--- config.mk ---
export PLATFORM = sky130hd
export DESIGN_NAME = fault_blink_code_indicator_unit
export DESIGN_NICKNAME = d
export VERILOG_FILES = /design/src/fbci_pkg.sv /design/src/fault_blink_code_indicator_unit.sv
export SDC_FILE = /design/constraint.sdc
export NUM_CORES = 1
export LEC_CHECK = 0
export ABC_AREA = 1
export BUFFER_PORTS_ARGS = -buffer_cell sky130_fd_sc_hd__clkbuf_2
export CORE_MARGIN = 3
export CORE_UTILIZATION = 65
export DETAILED_ROUTE_END_ITERATION = 8
export PLACE_DENSITY = 0.85
export RECOVER_POWER = 25
export SLEW_MARGIN = 20
export SYNTH_ARGS = -nofsm -noshare
export SYNTH_HDL_FRONTEND = slang
export SYNTH_SLANG_ARGS = --single-unit
--- constraint.sdc ---
create_clock -name clk -period 4.9 [get_ports clk]
set_clock_uncertainty 0.1 [all_clocks]
set_input_delay 1.225 -clock clk [delete_from_list [all_inputs] [get_ports clk]]
set_output_delay 1.225 -clock clk [all_outputs]
set_load 0.02 [all_outputs]
--- src/fbci_pkg.sv ---
// Package for the fault blink code indicator: beat payload types,
// register indexes and reset values. No dependencies.
`timescale 1ns / 1ps
`default_nettype none

package fbci_pkg;

  // Input beat: one tick of motor status.
  typedef struct packed {
    logic       motor_running;
    logic [3:0] fault_code;
  } in_beat_t;

  // Output beat: pin levels after the tick.
  typedef struct packed {
    logic led_level;
    logic fg_level;
  } out_beat_t;

  // Configuration register indexes.
  localparam int unsigned CfgIndexWidth = 2;
  localparam logic [CfgIndexWidth-1:0] RegIdleToggleTicks   = 2'd0;
  localparam logic [CfgIndexWidth-1:0] RegSlotPrescaleLimit = 2'd1;
  localparam logic [CfgIndexWidth-1:0] RegPauseSlots        = 2'd2;

  localparam int unsigned CfgDataWidth = 8;

  // Register reset values.
  localparam logic [7:0] IdleToggleTicksReset   = 8'd50;
  localparam logic [7:0] SlotPrescaleLimitReset = 8'd20;
  localparam logic [7:0] PauseSlotsReset        = 8'd10;

  // Highest fault code that reloads the pulse count.
  localparam logic [3:0] MaxPulseCode = 4'd12;

endpackage

`default_nettype wire

--- src/fault_blink_code_indicator_unit.sv ---
// Top level of the fault blink code indicator: tick state machine and
// output register. Depends on fbci_pkg.
`timescale 1ns / 1ps
`default_nettype none

// Each input beat is one tick and produces exactly one output beat with the
// LED and FG levels after that tick. The block takes one beat per clock while
// the output side is ready: the counters update in the cycle a beat is
// accepted and the result lands in a single output register, which is
// refilled in the same cycle it is taken, so throughput is one beat per
// cycle. Fault codes 1 to 12 blink that many pulses per train,
// codes 13 to 15 repeat the last valid count, and a prescale limit of 255
// never lets a blink slot fire. Configuration writes take effect on the next
// clock edge and should be made while no beats are in flight.
module fault_blink_code_indicator_unit (
  input  wire                                  clk,
  input  wire                                  rst,
  input  wire                                  in_valid,
  output logic                                 in_ready,
  input  wire  fbci_pkg::in_beat_t             in_data,
  output logic                                 out_valid,
  input  wire                                  out_ready,
  output fbci_pkg::out_beat_t                  out_data,
  input  wire                                  cfg_wr_en,
  input  wire  [fbci_pkg::CfgIndexWidth-1:0]   cfg_index,
  input  wire  [fbci_pkg::CfgDataWidth-1:0]    cfg_data
);

  // Configuration registers.
  logic [7:0] idle_toggle_ticks;
  logic [7:0] slot_prescale_limit;
  logic [7:0] pause_slots;

  // Tick state.
  logic [7:0] idle_counter,   idle_counter_next;
  logic [7:0] slot_prescaler, slot_prescaler_next;
  logic [4:0] toggle_target,  toggle_target_next;
  logic [7:0] slot_counter,   slot_counter_next;
  logic       pause_phase,    pause_phase_next;
  logic       led_state,      led_state_next;
  logic       fg_state,       fg_state_next;

  logic in_accept;
  logic code_valid;
  logic slot_fire;
  logic [7:0] presc_inc;
  logic [7:0] slot_inc;
  logic [7:0] idle_inc;

  // The output register frees up in the same cycle its beat is taken.
  assign in_ready  = !out_valid || out_ready;
  assign in_accept = in_valid && in_ready;

  // Configuration write port.
  always_ff @(posedge clk) begin
    if (rst) begin
      idle_toggle_ticks   <= fbci_pkg::IdleToggleTicksReset;
      slot_prescale_limit <= fbci_pkg::SlotPrescaleLimitReset;
      pause_slots         <= fbci_pkg::PauseSlotsReset;
    end else if (cfg_wr_en) begin
      unique case (cfg_index)
        fbci_pkg::RegIdleToggleTicks:   idle_toggle_ticks   <= cfg_data;
        fbci_pkg::RegSlotPrescaleLimit: slot_prescale_limit <= cfg_data;
        fbci_pkg::RegPauseSlots:        pause_slots         <= cfg_data;
        default: ;
      endcase
    end
  end

  assign presc_inc  = slot_prescaler + 8'd1;
  assign slot_inc   = slot_counter + 8'd1;
  assign idle_inc   = idle_counter + 8'd1;
  assign slot_fire  = presc_inc > slot_prescale_limit;
  assign code_valid = (in_data.fault_code != 4'd0) &&
                      (in_data.fault_code <= fbci_pkg::MaxPulseCode);

  // Next tick state from the current beat.
  always_comb begin
    idle_counter_next   = idle_counter;
    slot_prescaler_next = slot_prescaler;
    toggle_target_next  = toggle_target;
    slot_counter_next   = slot_counter;
    pause_phase_next    = pause_phase;
    led_state_next      = led_state;
    fg_state_next       = fg_state;

    if (in_data.fault_code != 4'd0) begin
      // Fault: the prescaler paces the blink slots.
      slot_prescaler_next = slot_fire ? 8'd0 : presc_inc;
      if (slot_fire) begin
        if (code_valid) begin
          toggle_target_next = {in_data.fault_code, 1'b0};
        end
        if (!pause_phase) begin
          led_state_next = !led_state;
          fg_state_next  = !fg_state;
          if (slot_inc >= {3'd0, toggle_target_next}) begin
            slot_counter_next = 8'd0;
            pause_phase_next  = 1'b1;
          end else begin
            slot_counter_next = slot_inc;
          end
        end else begin
          led_state_next = 1'b0;
          fg_state_next  = 1'b1;
          if (slot_inc >= pause_slots) begin
            slot_counter_next = 8'd0;
            pause_phase_next  = 1'b0;
          end else begin
            slot_counter_next = slot_inc;
          end
        end
      end
    end else if (!in_data.motor_running) begin
      // Stopped without fault: slow idle blink, FG low.
      if (idle_inc >= idle_toggle_ticks) begin
        idle_counter_next = 8'd0;
        led_state_next    = !led_state;
      end else begin
        idle_counter_next = idle_inc;
      end
      fg_state_next = 1'b0;
    end else begin
      // Running without fault: LED steady on.
      led_state_next = 1'b1;
    end
  end

  // Tick state registers advance once per accepted beat.
  always_ff @(posedge clk) begin
    if (rst) begin
      idle_counter   <= 8'd0;
      slot_prescaler <= 8'd0;
      toggle_target  <= 5'd0;
      slot_counter   <= 8'd0;
      pause_phase    <= 1'b0;
      led_state      <= 1'b0;
      fg_state       <= 1'b0;
    end else if (in_accept) begin
      idle_counter   <= idle_counter_next;
      slot_prescaler <= slot_prescaler_next;
      toggle_target  <= toggle_target_next;
      slot_counter   <= slot_counter_next;
      pause_phase    <= pause_phase_next;
      led_state      <= led_state_next;
      fg_state       <= fg_state_next;
    end
  end

  // Output register holding the result beat.
  always_ff @(posedge clk) begin
    if (rst) begin
      out_valid <= 1'b0;
    end else if (in_accept) begin
      out_valid <= 1'b1;
    end else if (out_ready) begin
      out_valid <= 1'b0;
    end
  end

  always_ff @(posedge clk) begin
    if (in_accept) begin
      out_data.led_level <= led_state_next;
      out_data.fg_level  <= fg_state_next;
    end
  end

endmodule

`default_nettype wire
==> impl_metrics.env <==
export IMPL_status="completed"
export IMPL_vias_per_cell=5.303
export IMPL_worst_setup_path_type="primary input to flip-flop"
export IMPL_grt_util_met1_pct=30.83
export IMPL_antenna_found_initial=0
export IMPL_cts_resized=0
export IMPL_synth_top_cell_area_share_pct=32.19
export IMPL_path_cells="clkbuf_1, inv_1, o21ai_0, a21oi_1"
export IMPL_whs_endpoint="slot_prescale_limit[3]$_SDFFE_PP0P_"
export IMPL_cp_arrival_ns=3.37
export IMPL_worst_path_buf_inv=2
export IMPL_fin_setup_tns_ns=0
export IMPL_clk_pin_slew_worst_paths_ns=0.06
export IMPL_cts_root_buffer="clkbuf_8"
export IMPL_vias=3049
export IMPL_worst_slew_pin_slew_ns=1.383
export IMPL_period_minus_slack_ns=3.268
export IMPL_post_cts_buffers=0
export IMPL_relSlewSlack_pct=7.818
export IMPL_cp_start_kind="primary input"
export IMPL_crit_fanout=31
export IMPL_reg2reg_slack_ns=2.13
export IMPL_cellPowerDensity_nw_per_um2=256.2
export IMPL_r2r_end="pause_phase$_SDFFE_PP0P_"
export IMPL_syn_num_nets=527
export IMPL_clk_latency_ns=0.33
export IMPL_critPathTopFamily="buffers and inverters"
export IMPL_rsz0062_at_grt="no"
export IMPL_grt_usage_pct=24.80
export IMPL_leakage_uw=0.001853
export IMPL_worstHoldStart="slot_prescale_limit[3]$_SDFFE_PP0P_"
export IMPL_tritoncts="built"
export IMPL_die_h_um=79.85
export IMPL_ys_ff_latch=59
export IMPL_die_area_um2=6375
export IMPL_syn_to_final_growth_pct=9.001
export IMPL_placementRows=26
export IMPL_drc_errors=0
export IMPL_placed_cells=559
export IMPL_finalSetupViolations=0
export IMPL_hp_class="flip-flop to flip-flop"
export IMPL_reg2reg_from="slot_prescaler[0]$_SDFFE_PP0P_"
export IMPL_final_common_cell="nand2_1"
export IMPL_final_antenna_net_count=0
export IMPL_syn_inst=475
export IMPL_timing_fmax_mhz=306.0
export IMPL_start_util_pct=68.10
export IMPL_crit_slowest_cell="clkbuf_1"
export IMPL_cts_buffers=9
export IMPL_worstPathRequired_ns=5.00
export IMPL_hold_buffers=0
export IMPL_end_kind="flip-flop"
export IMPL_hold_viol=0
export IMPL_ys_warn_count=0
export IMPL_gr_usage_met3_pct=3.386
export IMPL_fin_crit_sh_pct=66.70
export IMPL_first_pass_iters=4
export IMPL_cpPeakStageDelay_ns=0.99
export IMPL_instances_no_fill=575
export IMPL_wl_per_cell_um=12.53
export IMPL_h_tree_depth=3
export IMPL_drv_slew=0
export IMPL_grt_start_max_net_pins=32
export IMPL_drive_above_1_share_pct=14.26
export IMPL_core_um2=5205
export IMPL_cap_violations=0
export IMPL_cts_buffer_depth=2
export IMPL_grt_pass1_vias=2918
export IMPL_port_buffer_count=23
export IMPL_min_path_cells=2
export IMPL_die_x_um=79.85
export IMPL_grt_most_used_layer="met2"
export IMPL_hpwl_um=5472
export IMPL_synth_largest_area_cell="dfxtp_1"
export IMPL_drt_iter0_markers=132
export IMPL_avgSynthCellArea_um2=7.462
export IMPL_final_cell_mix="nand2_1 (105), inv_1 (74), dfxtp_1 (57)"
export IMPL_gp_congestion=0.8205
export IMPL_ys_seq_area_share_pct=33.89
export IMPL_vdd_drop_max_v=0.0002090
export IMPL_synth_area_leaders="dfxtp_1 (32%), ha_1 (11%), nand2_1 (11%), inv_1 (7.7%), a21oi_1 (6.8%)"
export IMPL_met2_usage_pct=42.57
export IMPL_wirelength_um=7203
export IMPL_ys_types=36
export IMPL_grt_pass1_wl_um=12590
export IMPL_ios=24
export IMPL_reg2regPathDepth=12
export IMPL_cts_num_sinks=59
export IMPL_syn_area_um2=3545
export IMPL_nNetsFinal=552
export IMPL_n_antenna_cell=0
export IMPL_grt_overflow_total=0
-- state kept, by name, summed over array words and instances, names as in the netlist --
register,count
fg_state,1
pause_slots,8
toggle_target,5
out_valid,1
out_data,2
pause_phase,1
slot_prescale_limit,8
slot_prescaler,8
idle_toggle_ticks,8
idle_counter,8
led_state,1
slot_counter,8
-- kinds of logic after synthesis --
group,Yosys count,share of synthesized area (%)
xor gates and xnor gates,15,3.706
adders and majority gates,32,11.30
buffers and inverters,84,9.213
and+or+nand+nor,190,26.30
AOI/OAI and AO/OA,95,15.60
DFF,59,33.89
-- where the power goes --
group          leakage [µW]  switching, µW  internal, µW
logic               0.00128           72.6          35.4
registers          0.000484           6.95           498
clock network     0.0000872            182           195
total               0.00185            261           728
-- per-stage QoR --
stage	utilization (%)	total power, µW	hold WS [ns]	area (µm²)	worst slack (ns)
6_report	74.23	989.8	0.3597	3864	1.632
2_1_floorplan	-	592.0	0.3267	3545	2.055
3_5_place_dp	71.18	623.0	0.3536	3705	1.720
3_3_place_gp	71.18	617.6	0.3448	3705	1.828
5_1_grt	74.23	1030	0.3713	3864	1.344
4_1_cts	74.33	993.2	0.3626	3869	1.950
-- worst reg2reg max path, stage by stage (launching register included) --
cell      delay (ns)
dfxtp_1         0.44
nand3_1         0.17
nor2_1          0.18
nand4_1         0.12
xnor2_1         0.23
ha_1            0.30
nand2_2         0.11
nor2_4          0.05
nand4_4         0.12
a21boi_4        0.32
nand2_4         0.17
o21ai_0         0.19
a21oi_1         0.08
-- synth_stat cells --
library cell and n:
a21o_1 2, dfxtp_1 57, buf_6 1, edfxtp_1 2, nor2_4 5, nand2_2 12
nor3_1 1, nand3b_1 5, nor2_2 5, o21ai_0 24, o211ai_2 1, buf_2 1
inv_4 1, o211ai_1 7, nand4_4 1, nand2_4 3, o21bai_1 2, ha_1 32
nand4_1 10, xnor2_1 4, nand3_4 1, a21oi_1 48, nor3_2 2, o21a_1 1
o21ai_1 2, nand3_1 16, a21oi_2 5, nand3b_2 1, nor2_1 23, a21boi_4 1
inv_1 73, inv_2 1, clkbuf_1 7, xor2_1 11, nand2_1 105, o21ai_2 2
-- how the worst max path moves through the flow --
stage | start | endpoint | slack (ns) | cells past startpoint
3_3_place_gp | in_data[1] | slot_counter[3]$_SDFFE_PP0P_ | 1.83 | 21
6_report | rst | pause_slots[5]$_SDFFE_PP0P_ | 1.63 | 4
2_1_floorplan | in_data[3] | slot_counter[0]$_SDFFE_PP0P_ | 2.05 | 19
4_1_cts | out_ready | in_ready | 1.95 | 4
5_1_grt | rst | fg_state$_SDFFE_PP0P_ | 1.34 | 4
3_5_place_dp | in_data[1] | slot_counter[0]$_SDFFE_PP0P_ | 1.72 | 21
-- layout make-up --
class	instances	area [µm²]
flip-flops and latches	59	1201
fillers	392	1341
repair buffers	23	110.1
inverters	75	284.0
clock buffers	13	148.9
multi-input cells	332	2017
well taps	70	87.58
clock inverters	3	15.01
-- layer usage --
layer / up-vias / wire (µm)
met3: 12 / 203
met2: 51 / 3478
met1: 1396 / 3375
met4: 0 / 146
li1: 1590 / -
met5: - / 0
No activity file was read; power rests on OpenSTA's default activity.
